`config.mk`:
```
export PLATFORM = sky130hd
export DESIGN_NAME = bup_div
export DESIGN_NICKNAME = d
export VERILOG_FILES = /design/src/hw/rtl/bup_pkg.sv /design/src/hw/rtl/bup_div.sv
export SDC_FILE = /design/constraint.sdc
export NUM_CORES = 1
export LEC_CHECK = 0
export ABC_AREA = 1
export BUFFER_PORTS_ARGS = -buffer_cell sky130_fd_sc_hd__buf_4
export CORE_MARGIN = 2
export CORE_UTILIZATION = 53
export DETAILED_ROUTE_END_ITERATION = 7
export GPL_ROUTABILITY_DRIVEN = 0
export PLACE_DENSITY = 0.9
export SLEW_MARGIN = 0
export SYNTH_ARGS = -nofsm -noshare
export SYNTH_HDL_FRONTEND = slang
export SYNTH_SLANG_ARGS = --single-unit
```
`constraint.sdc`:
```
create_clock -name clk_i -period 2 [get_ports clk_i]
set_input_delay 0.3 -clock clk_i [delete_from_list [all_inputs] [get_ports clk_i]]
set_output_delay 0.3 -clock clk_i [all_outputs]
set_load 0.01 [all_outputs]
```
`src/hw/rtl/bup_pkg.sv`:
```
// ----------------------------------------------------------------------------
// bup_pkg
// Shared types, constants and helpers of the bilinear upscaler.
// ----------------------------------------------------------------------------
package bup_pkg;

  localparam int MAX_SOURCE_WIDTH  = 256;
  localparam int MAX_SOURCE_HEIGHT = 256;
  localparam int MAX_TARGET_WIDTH  = 2048;
  localparam int MAX_TARGET_HEIGHT = 2048;

  localparam int SW_W    = 9;
  localparam int TW_W    = 12;
  localparam int ADDR_W  = 16;
  localparam int DEPTH   = MAX_SOURCE_WIDTH * MAX_SOURCE_HEIGHT;
  localparam int ACC_W   = 19;
  localparam int POS_W   = 11;
  localparam int WGT_W   = 7;
  localparam int CNT_W   = 5;
  localparam int ARITH_W = 18;

  // reciprocal of one hundred, exact for magnitudes below about 91000
  localparam logic [16:0] RECIP_100 = 17'd83887;
  localparam int RECIP_SH = 23;
  localparam logic [6:0] WEIGHT_ONE = 7'd100;

  typedef enum logic [1:0] {
    OP_LOAD    = 2'd0,
    OP_EMIT    = 2'd1,
    OP_RESTART = 2'd2,
    OP_NONE    = 2'd3
  } opcode_e;

  typedef enum logic [1:0] {
    REG_SRC_W = 2'd0,
    REG_SRC_H = 2'd1,
    REG_DST_W = 2'd2,
    REG_DST_H = 2'd3
  } reg_idx_e;

  typedef enum logic [3:0] {
    ST_IDLE,
    ST_DIV1_GO,
    ST_DIV1_WAIT,
    ST_DIV2_GO,
    ST_DIV2_WAIT,
    ST_ADDR,
    ST_RD1,
    ST_RD2,
    ST_RD3,
    ST_BLEND,
    ST_OUT
  } state_e;

  typedef struct packed {
    logic             start;
    logic [ACC_W-1:0] dividend;
    logic [TW_W-1:0]  divisor;
  } div_req_t;

  typedef struct packed {
    logic             done;
    logic [ACC_W-1:0] quotient;
    logic [TW_W-1:0]  remainder;
  } div_rsp_t;

  typedef struct packed {
    logic [7:0]       n1;
    logic [7:0]       n2;
    logic [7:0]       n3;
    logic [7:0]       n4;
    logic [WGT_W-1:0] dx;
    logic [WGT_W-1:0] dy;
  } lane_in_t;

  // division by one hundred truncating toward zero
  function automatic logic signed [ARITH_W-1:0] trunc100(logic signed [ARITH_W-1:0] v);
    logic [ARITH_W-1:0] mag;
    logic [ARITH_W+16:0] prod;
    logic [ARITH_W-1:0] q;
    mag  = v[ARITH_W-1] ? ARITH_W'(-v) : ARITH_W'(v);
    prod = {17'b0, mag} * {{ARITH_W{1'b0}}, RECIP_100};
    q    = ARITH_W'(prod >> RECIP_SH);
    return v[ARITH_W-1] ? $signed(-q) : $signed(q);
  endfunction

endpackage

```
`src/hw/rtl/bup_div.sv`:
```
// ----------------------------------------------------------------------------
// bup_div
// Restoring divider, one quotient bit per cycle.
// ----------------------------------------------------------------------------
module bup_div (
  input  logic               clk_i,
  input  logic               rst_ni,
  input  bup_pkg::div_req_t  req_i,
  output bup_pkg::div_rsp_t  rsp_o
);
  import bup_pkg::*;

  logic [ACC_W-1:0] shift_q, shift_d;
  logic [TW_W-1:0]  rem_q, rem_d;
  logic [CNT_W-1:0] cnt_q, cnt_d;
  logic             busy_q, busy_d;
  logic             done_q, done_d;
  logic [TW_W:0]    trial;

  always_comb begin
    shift_d = shift_q;
    rem_d   = rem_q;
    cnt_d   = cnt_q;
    busy_d  = busy_q;
    done_d  = 1'b0;
    trial   = {rem_q, shift_q[ACC_W-1]};
    if (req_i.start) begin
      shift_d = req_i.dividend;
      rem_d   = '0;
      cnt_d   = '0;
      busy_d  = 1'b1;
    end else if (busy_q) begin
      if (trial >= {1'b0, req_i.divisor}) begin
        rem_d   = TW_W'(trial - {1'b0, req_i.divisor});
        shift_d = {shift_q[ACC_W-2:0], 1'b1};
      end else begin
        rem_d   = trial[TW_W-1:0];
        shift_d = {shift_q[ACC_W-2:0], 1'b0};
      end
      cnt_d = cnt_q + 1'b1;
      if (cnt_q == CNT_W'(ACC_W - 1)) begin
        busy_d = 1'b0;
        done_d = 1'b1;
      end
    end
  end

  always_ff @(posedge clk_i or negedge rst_ni) begin
    if (!rst_ni) begin
      cnt_q  <= '0;
      busy_q <= 1'b0;
      done_q <= 1'b0;
    end else begin
      cnt_q  <= cnt_d;
      busy_q <= busy_d;
      done_q <= done_d;
    end
  end

  always_ff @(posedge clk_i) begin
    shift_q <= shift_d;
    rem_q   <= rem_d;
  end

  assign rsp_o.done      = done_q;
  assign rsp_o.quotient  = shift_q;
  assign rsp_o.remainder = rem_q;

endmodule

```
==> metrics.cfg <==
[status]
status=finished, final reports clean

[cts]
insertion_delay_ns=0.30
htree_levels=2
cts-buffers-inserted=5
cts_buffer_depth=2
cts-root-buf=clkbuf_8
clk_pin_slew_ns=0.08
numClockSinks=38
cts_tree=yes

[synth]
ys_top_cells_by_area=edfxtp_1 (23%), nand2_1 (21%), dfxtp_1 (9.5%)
yosysTopAreaCell=edfxtp_1
syn-num-nets=401
postSynthCellCount=352
ys.flop_type=edfxtp_1
syn_avg_cell_area_um2=7.19
netlist.area_leader.share=0.225
yosys_warnings=0
ys_types=29
async_flop_share=0.184
synth_area_um2=2530
yosysSeqAreaShare=0.389
synth_edf_count=19
synth-seq-cells=38

[setup_path]
reg2reg_to=rem_q[6]
r2r_start=shift_q[18]
critPathMaxFanout=4
reg2reg_depth=12
criticalPathCategory=reg -> reg
slowest_delay_ns=0.42
cpMostUsedCell=nand2_1
path_depth=12
start_kind=register
cp.arrival_ns=2.12
critPathBufInv=2
end_kind=register
path_cells=inv_2 -> ha_2 -> inv_2 -> fa_2 -> nand3_2 -> nand3_2 -> nand2_1 -> nand2_1 -> xnor2_1 -> nand2_1 -> nand3_1 -> nand2_1
slowest_stage=fa_2
path_delay_family=adder cells
crit_required_ns=2.19
reg2reg_slack_ns=0.07

[route]
drc=0
ant_nets=0
vias=2511
wire_per_inst_um=13.0
routed_wl_um=6220
drt_iter0_markers=203
via_per_inst=5.25
first_pass_iters=5

[timing]
timing.fmax_mhz=518
setup_ws_ns=0.0684
setup_viol=0
fin_skew_ns=0.00820
worst_pin_slew_ns=0.584
hold_viol_final=0
relSlewSlack=0.610
final_max_slew_viol_count=0
timing.final.crit_share=0.966
period_needed_ns=1.93

[cells_and_area]
multi_input_area_um2=1290
drive_above_1_share=0.245
final_common_cell=nand2_1
diodes=0
syn2layout_area_growth_pct=26.8
seq_area_um2=986
layout_common_cells=nand2_1 (142), buf_4 (75), inv_1 (51), nand3_1 (24), edfxtp_1 (19)
layout.nets=472
fillCellCount=349
post-route-util=0.689

[floorplanning]
start_util=0.543
boundaryPins=66
die_h_um=73.1
core_area_um2=4660
die_area_um2=5350
num_rows=25
die_w_um=73.1

[power_and_ir_drop]
clock_power_share=0.148
finalPower_w=0.00365
power_switching_w=0.00159
power.share.switching=0.437
power.density_nw_per_um2=1140
internal-power_w=0.00205
leakage_nw=1.75
comb_power_share=0.539
peakVddDrop_v=0.000500
p_seq_frac=0.313

[grt]
grt.total_usage=0.252
grt_max_degree=26
grt_pass1_vias=2385
grt_first_pass_wirelength_um=10400
antenna_found_initial=0
gr-total-overflow=0

[worst_hold_path]
hp-start=req_i[29]
hold_end=shift_q[17]
hp-class=in -> reg
holdPathStages=3

[flow_run]
maxCapViolations=0

[placed_design]
place_ws_ns=0.0600
post-dp-hpwl_um=4660
portBuffers=65

==> state kept, by name, indices dropped and copies added (netlist names) <==
signal,cells
busy_q,1
cnt_q,5
done_q,1
rem_q,12
shift_q,19
==> synth_stat cells (2+ instances only) <==
cell type and n:
a21oi_1 6, buf_2 4, clkbuf_1 6, dfrtp_1 7, dfxtp_1 12, edfxtp_1 19, ha_1 14, inv_1 53
inv_2 2, nand2_1 142, nand2_2 3, nand3_1 26, nand3_2 4, nand4_1 16, nor2_1 13, nor2_2 2
nor3_1 3, nor3_2 2, o21ai_0 4, xnor2_1 5
==> final cells by class <==
class / instances / area share
tap: 54 / 0.0210
clock buffer: 5 / 0.0214
clock inverter: 3 / 0.00623
sequential: 38 / 0.307
inverter: 55 / 0.0643
timing repair buffer: 76 / 0.178
multi-input combinational: 247 / 0.402
==> metrics by stage <==
stage	cell area [um^2]	std cells	hold WS, ns	TNS (ns)
after floorplan	2530	352	0.00441	0
after global placement	3080	466	0.115	0
after detailed placement	3080	466	0.115	0
after CTS	3170	475	0.263	0
after global routing	3210	478	0.274	-0.0160
final	3210	478	0.267	0
==> kinds of logic (layout without fill, tap and decap cells) <==
family          Yosys count  count (layout)  share of synthesized area
simple gates            215             215                      0.380
flops                    38              38                      0.389
compound gates           12              12                     0.0292
buf+inv                  67             139                      0.107
xor+xnor                  5               5                     0.0173
fa+ha+maj                15              15                     0.0771
==> tightest hold or removal path: stages <==
cell,delay [ns]
buf_4,0.08
nand2_1,0.04
nand2_1,0.05
==> worst max-delay path by stage <==
stage | start | to | slack (ns)
after floorplan | shift_q[18] | rem_q[6] | 0.17
after global placement | req_i[5] | rem_q[9] | 0.17
after detailed placement | shift_q[18] | rem_q[6] | 0.06
after CTS | shift_q[18] | rem_q[6] | 0.04
after global routing | shift_q[18] | rem_q[6] | -0.02
final | shift_q[18] | rem_q[6] | 0.07
==> metal layers <==
layer | GRT usage | vias to the layer above | wire [um]
met3 | 0.0691 | 12 | 500
met1 | 0.327 | 1129 | 2670
met2 | 0.402 | 115 | 2960
li1 | - | 1255 | -
met4 | 0.0885 | 0 | 96
met5 | 0 | - | 0
==> repair_timing <==
action / in CTS / in global routing
hold endpoints to repair: 7 / 0
setup endpoints to repair: 0 / 3
gates resized for setup: 0 / 6
hold buffers: 1 / 0
buffers inserted: 0 / 3
==> power by group through the flow <==
stage / clock [W] / sequential [W] / combinational (W)
after floorplan: 0 / 0.00120 / 0.00130
after global placement: 0 / 0.00116 / 0.00185
after detailed placement: 0 / 0.00116 / 0.00189
after CTS: 0.000549 / 0.00114 / 0.00191
after global routing: 0.000589 / 0.00116 / 0.00220
final: 0.000541 / 0.00114 / 0.00197
Power figures use the tool's default switching activity.
