`src/hw/rtl/bup_pkg.sv`:
```
// ----------------------------------------------------------------------------
// bup_pkg
// Shared types, constants and helpers of the bilinear upscaler.
// ----------------------------------------------------------------------------
package bup_pkg;

  localparam int MAX_SOURCE_WIDTH  = 256;
  localparam int MAX_SOURCE_HEIGHT = 256;
  localparam int MAX_TARGET_WIDTH  = 2048;
  localparam int MAX_TARGET_HEIGHT = 2048;

  localparam int SW_W    = 9;
  localparam int TW_W    = 12;
  localparam int ADDR_W  = 16;
  localparam int DEPTH   = MAX_SOURCE_WIDTH * MAX_SOURCE_HEIGHT;
  localparam int ACC_W   = 19;
  localparam int POS_W   = 11;
  localparam int WGT_W   = 7;
  localparam int CNT_W   = 5;
  localparam int ARITH_W = 18;

  // reciprocal of one hundred, exact for magnitudes below about 91000
  localparam logic [16:0] RECIP_100 = 17'd83887;
  localparam int RECIP_SH = 23;
  localparam logic [6:0] WEIGHT_ONE = 7'd100;

  typedef enum logic [1:0] {
    OP_LOAD    = 2'd0,
    OP_EMIT    = 2'd1,
    OP_RESTART = 2'd2,
    OP_NONE    = 2'd3
  } opcode_e;

  typedef enum logic [1:0] {
    REG_SRC_W = 2'd0,
    REG_SRC_H = 2'd1,
    REG_DST_W = 2'd2,
    REG_DST_H = 2'd3
  } reg_idx_e;

  typedef enum logic [3:0] {
    ST_IDLE,
    ST_DIV1_GO,
    ST_DIV1_WAIT,
    ST_DIV2_GO,
    ST_DIV2_WAIT,
    ST_ADDR,
    ST_RD1,
    ST_RD2,
    ST_RD3,
    ST_BLEND,
    ST_OUT
  } state_e;

  typedef struct packed {
    logic             start;
    logic [ACC_W-1:0] dividend;
    logic [TW_W-1:0]  divisor;
  } div_req_t;

  typedef struct packed {
    logic             done;
    logic [ACC_W-1:0] quotient;
    logic [TW_W-1:0]  remainder;
  } div_rsp_t;

  typedef struct packed {
    logic [7:0]       n1;
    logic [7:0]       n2;
    logic [7:0]       n3;
    logic [7:0]       n4;
    logic [WGT_W-1:0] dx;
    logic [WGT_W-1:0] dy;
  } lane_in_t;

  // division by one hundred truncating toward zero
  function automatic logic signed [ARITH_W-1:0] trunc100(logic signed [ARITH_W-1:0] v);
    logic [ARITH_W-1:0] mag;
    logic [ARITH_W+16:0] prod;
    logic [ARITH_W-1:0] q;
    mag  = v[ARITH_W-1] ? ARITH_W'(-v) : ARITH_W'(v);
    prod = {17'b0, mag} * {{ARITH_W{1'b0}}, RECIP_100};
    q    = ARITH_W'(prod >> RECIP_SH);
    return v[ARITH_W-1] ? $signed(-q) : $signed(q);
  endfunction

endpackage

```
`src/hw/rtl/bup_lane.sv`:
```
// ----------------------------------------------------------------------------
// bup_lane
// Four-stage blend of one color channel with hundredth weights.
// ----------------------------------------------------------------------------
module bup_lane (
  input  logic              clk_i,
  input  bup_pkg::lane_in_t lane_i,
  output logic [7:0]        chan_o
);
  import bup_pkg::*;

  logic signed [ARITH_W-1:0] a, b, c, d, wx, wy;
  logic signed [ARITH_W-1:0] p_q, q_q, ti_q, tq_q, m_q, a1_q, a2_q, b1_q, a3_q;
  logic [WGT_W-1:0]          dx1_q, dx2_q;
  logic signed [ARITH_W-1:0] sum4;
  logic [7:0]                chan_q;

  assign a  = $signed({10'b0, lane_i.n1});
  assign b  = $signed({10'b0, lane_i.n2});
  assign c  = $signed({10'b0, lane_i.n3});
  assign d  = $signed({10'b0, lane_i.n4});
  assign wy = $signed({11'b0, lane_i.dy});
  assign wx = $signed({11'b0, dx2_q});

  assign sum4 = trunc100(m_q) + tq_q + a3_q;

  always_ff @(posedge clk_i) begin
    // stage 1: weighted differences
    p_q   <= ARITH_W'(wy * (a + d - b - c));
    q_q   <= ARITH_W'(wy * (c - a));
    a1_q  <= a;
    b1_q  <= b;
    dx1_q <= lane_i.dx;
    // stage 2: first truncation
    ti_q  <= trunc100(p_q) + b1_q - a1_q;
    tq_q  <= trunc100(q_q);
    a2_q  <= a1_q;
    dx2_q <= dx1_q;
    // stage 3: horizontal weight
    m_q   <= ARITH_W'(wx * ti_q);
    a3_q  <= a2_q;
    // stage 4: final sum and saturation
    if (sum4 < 0) begin
      chan_q <= 8'd0;
    end else if (sum4 > 255) begin
      chan_q <= 8'd255;
    end else begin
      chan_q <= sum4[7:0];
    end
  end

  assign chan_o = chan_q;

endmodule

```
`config.mk`:
```
export PLATFORM = sky130hd
export DESIGN_NAME = bup_lane
export DESIGN_NICKNAME = d
export VERILOG_FILES = /design/src/hw/rtl/bup_pkg.sv /design/src/hw/rtl/bup_lane.sv
export SDC_FILE = /design/constraint.sdc
export NUM_CORES = 2
export LEC_CHECK = 0
export ABC_AREA = 0
export CAP_MARGIN = 20
export CORE_AREA = 2 2 396 202
export CTS_CLUSTER_DIAMETER = 200
export DETAILED_ROUTE_END_ITERATION = 8
export DIE_AREA = 0 0 398 204
export DONT_BUFFER_PORTS = 1
export GPL_TIMING_DRIVEN = 0
export REMOVE_ABC_BUFFERS = 1
export SLEW_MARGIN = 10
export SYNTH_ARGS = -nofsm -noshare
export SYNTH_HDL_FRONTEND = slang
export SYNTH_SLANG_ARGS = --single-unit
export TNS_END_PERCENT = 20
```
`constraint.sdc`:
```
create_clock -name clk_i -period 15.4 [get_ports clk_i]
set_clock_uncertainty 0.2 [all_clocks]
set_input_delay 2.31 -clock clk_i [delete_from_list [all_inputs] [get_ports clk_i]]
set_output_delay 2.31 -clock clk_i [all_outputs]
set_load 0.01 [all_outputs]
```
==> key figures <==
Die
  • Placement row count: 73
  • Die span in y: about 200 um
  • Core outline area: 78100 um2
  • Die area: about 81000 um2
  • Starting utilization of the core area: between 40 and 50%
  • Die Span X: 398 um
  • # IOs: 55

Logic synthesis
  • Multiplexer area fraction after synthesis: less than 1%
  • Post-synthesis simple-gate area fraction: roughly a tenth
  • Post-synthesis register bit count: 143
  • Library cell with the largest summed area after synthesis: fa_1
  • Fraction of synthesized cell area taken by the top area cell type: 32.8%
  • Distinct cell type count after synthesis: 84
  • Yosys Warn Count: 0
  • Main combinational cell family by area after synthesis: adder cells
  • Sequential cell area fraction in the yosys report: around 8.3%
  • Fraction of synthesis flops using an asynchronous set or reset pin: 0%
  • Compound-gate portion of the synthesized area: under 10%
  • Gate count of the mapped netlist: about 3700
  • Arithmetic-cell share of the synthesized area counting full adders, half adders and majority gates: between 50 and 60%
  • Most numerous cell types in the synthesized netlist: inv_1, ha_1, fa_1
  • EDFF count, synth: 0
  • Synth Area per Inst: approximately 9.4 um2
  • XOR/XNOR share of the synthesized area: 6.12%
  • Ys flop type: dfxtp_1
  • Total standard cell area after synthesis: 34600 um2
  • Dominant cell by count in the synthesized netlist: inv_1
  • Top cells by area, synth: fa_1, ha_1, inv_1

STA
  • Final Worst Setup Slack: roughly 3500 ps
  • Count of endpoints failing hold in the final timing report: 0
  • Endpoints failing setup: 0
  • Share of the clock period used by the worst path: about 78%
  • Setup Total Neg Slack: 0 ps
  • Upper clock frequency limit: around 84 MHz
  • Time the worst path needs with I/O delays and setup: about 12000 ps
  • Final Slew Violations: 0
  • RSZ-0062 raised after global routing: no
  • Worst slew slack as a fraction of its limit: between 20% and 30%
  • Worst slew pin tran: 1170 ps

Clock network
  • Hold buffer count at CTS: 0
  • Clock-pin slew reported for the worst setup and hold paths after clock tree synthesis: approximately 70 ps
  • TritonCTS clock tree: done
  • Maximum clock path buffer count: 2
  • Clock buffer count from CTS: 17
  • TritonCTS Sinks: between 100 and 150
  • Total of cells resized after clock tree synthesis: 0
  • Number of setup buffers added after CTS: 0
  • Clock network latency to the later pin of the worst-skew pair: about 480 ps
  • CTS Root Cell: clkbuf_16
  • H-tree depth: 4

Critical path
  • Startpoint types: register
  • Classification of the worst setup path: register to register
  • Worst R2R End: chan_o[7]$_SDFF_PN0_
  • Slowest Stage Delay on Critical Path: between 800 and 900 ps
  • Data arrival time of the worst path: between 10000 and 15000 ps
  • Start of the worst register-to-register path: m_q[0]$_DFF_P_
  • Slowest stage cell on the critical path: xor2_1
  • Maximum fanout along the worst path: 9
  • Worst Path Required: between 15000 and 20000 ps
  • Number of cells on the worst reg-to-reg path: 40
  • Setup crit end kind: register
  • Register-to-Register Setup Slack: between 3000 and 4000 ps

Global route
  • Via count of the first global-routing pass: 24050
  • Maximum number of pins on one net before global-route repair: 37
  • Overall Global Routing Usage: a little over a fifth
  • First-pass GRT wire length: 135000 um
  • Overall overflow remaining after global route: 0
  • Number of antenna violations at the first check in global routing: 1

Drt
  • Final routed DRC violation total: 0
  • Iter 0 DRT Violations: 1465
  • Final Routed Wirelength: about 82000 um
  • Average via count per standard cell: about 5
  • Count of TritonRoute iterations in the first routing pass: 7
  • Antenna Nets Post-Route: 0
  • Total via count after detailed routing: between 20000 and 25000
  • Average wire per cell in the routed design: ~17 um

Min path
  • Hold WC Path Type: register to register
  • Number of cells on the worst hold path: 0
  • Min-Delay Endpoint: a3_q[4]$_DFF_P_
  • Launch instance of the worst min-delay path: a2_q[4]$_DFF_P_

Finish
  • Final Core Density: approximately 47%
  • Count of nets after finishing: 4944
  • Filler cell count: 7518
  • Post-route insts no fill: between 4000 and 5000
  • Synth-to-Final Area Change: 5.31%
  • Proportion of layout cells with a drive suffix above 1: approximately 2.4%

Outcome
  • Outcome: finished clean

Place
  • # port buffers: 0
  • Total half-perimeter wirelength after legalization and detailed placement: between 70000 and 80000 um
  • Placer's final routability congestion estimate: ~0.9
  • Worst slack, placed: roughly 3300 ps
  • Placed Instances: roughly 4700

Flow run
  • Number of max-capacitance violations reported: 0
==> sequential cells by signal, indices dropped and copies added (netlist names) <==
name,cells
a1_q,8
a2_q,8
a3_q,8
b1_q,8
chan_o,8
dx1_q,7
dx2_q,7
m_q,18
p_q,18
q_q,17
ti_q,18
tq_q,18
==> layout make-up <==
class | count | area [um2] | area share, %
Clock inverter | 15 | 166 | 0.457
Inverter | 930 | 3490 | 9.58
Tap cell | 1050 | 1310 | 3.61
Multi-Input combinational cell | 2582 | 28100 | 77.1
Clock buffer | 17 | 425 | 1.17
Antenna cell | 2 | 5.00 | 0.0137
Sequential cell | 143 | 2860 | 7.86
Timing Repair Buffer | 9 | 85.1 | 0.234
==> routing by layer <==
metal,GRT usage [%],up-vias,wire length (um)
li1,-,11589,-
met1,36.2,11294,46200
met2,25.8,600,27800
met3,5.58,31,6670
met4,3.31,0,805
met5,0,-,0
==> worst max-delay path, delay by kind of cell, from the launching register on <==
kind | cells | cell delay [ps]
and+or+nand+nor | 6 | 1340
adders and majority gates | 10 | 3640
DFF | 1 | 580
buffers and inverters | 6 | 670
xor gates and xnor gates | 5 | 2090
AOI/OAI and AO/OA | 13 | 3310
==> logic make-up after synthesis <==
group / after synthesis
adders and majority gates: 1215
DFF: 143
other: 2
AOI/OAI and AO/OA: 447
buffers and inverters: 978
muxes: 12
xor gates and xnor gates: 240
and+or+nand+nor: 658
==> stage by stage <==
| stage | hold slack [ps] | area, um2 |
|---|---|---|
| global placement | 111 | 35700 |
| global route | 135 | 36400 |
| CTS | 127 | 36400 |
| detailed placement | 112 | 35800 |
| floorplan | 110 | 34400 |
| finish | 125 | 36400 |
==> worst max path at each step <==
stage,startpoint,to,slack (ps)
2_1_floorplan,m_q[0]$_DFF_P_,chan_o[0]$_SDFF_PN0_,5360
3_3_place_gp,m_q[0]$_DFF_P_,chan_o[6]$_SDFF_PN0_,3370
3_5_place_dp,m_q[17]$_DFF_P_,chan_o[6]$_SDFF_PN0_,3320
4_1_cts,m_q[17]$_DFF_P_,chan_o[6]$_SDFF_PN0_,3300
5_1_grt,m_q[0]$_DFF_P_,chan_o[7]$_SDFF_PN0_,2770
6_report,m_q[0]$_DFF_P_,chan_o[7]$_SDFF_PN0_,3450
==> layout by cell type (no fill, tap or decap), drive strengths merged, types with 17 or more instances in the layout <==
master	instances
inv	938
ha	647
fa	567
nand2	188
xnor2	161
and2	157
dfxtp	143
nor2	115
a21oi	114
o21ai	108
xor2	78
a21o	54
nor2b	35
o21a	28
nor3	27
nand2b	24
nand3	21
and3	18
clkbuf	17
o211ai	17
Power is not shown: default switching activity piles up to over one toggle a cycle in this logic, so the estimate is an artifact.
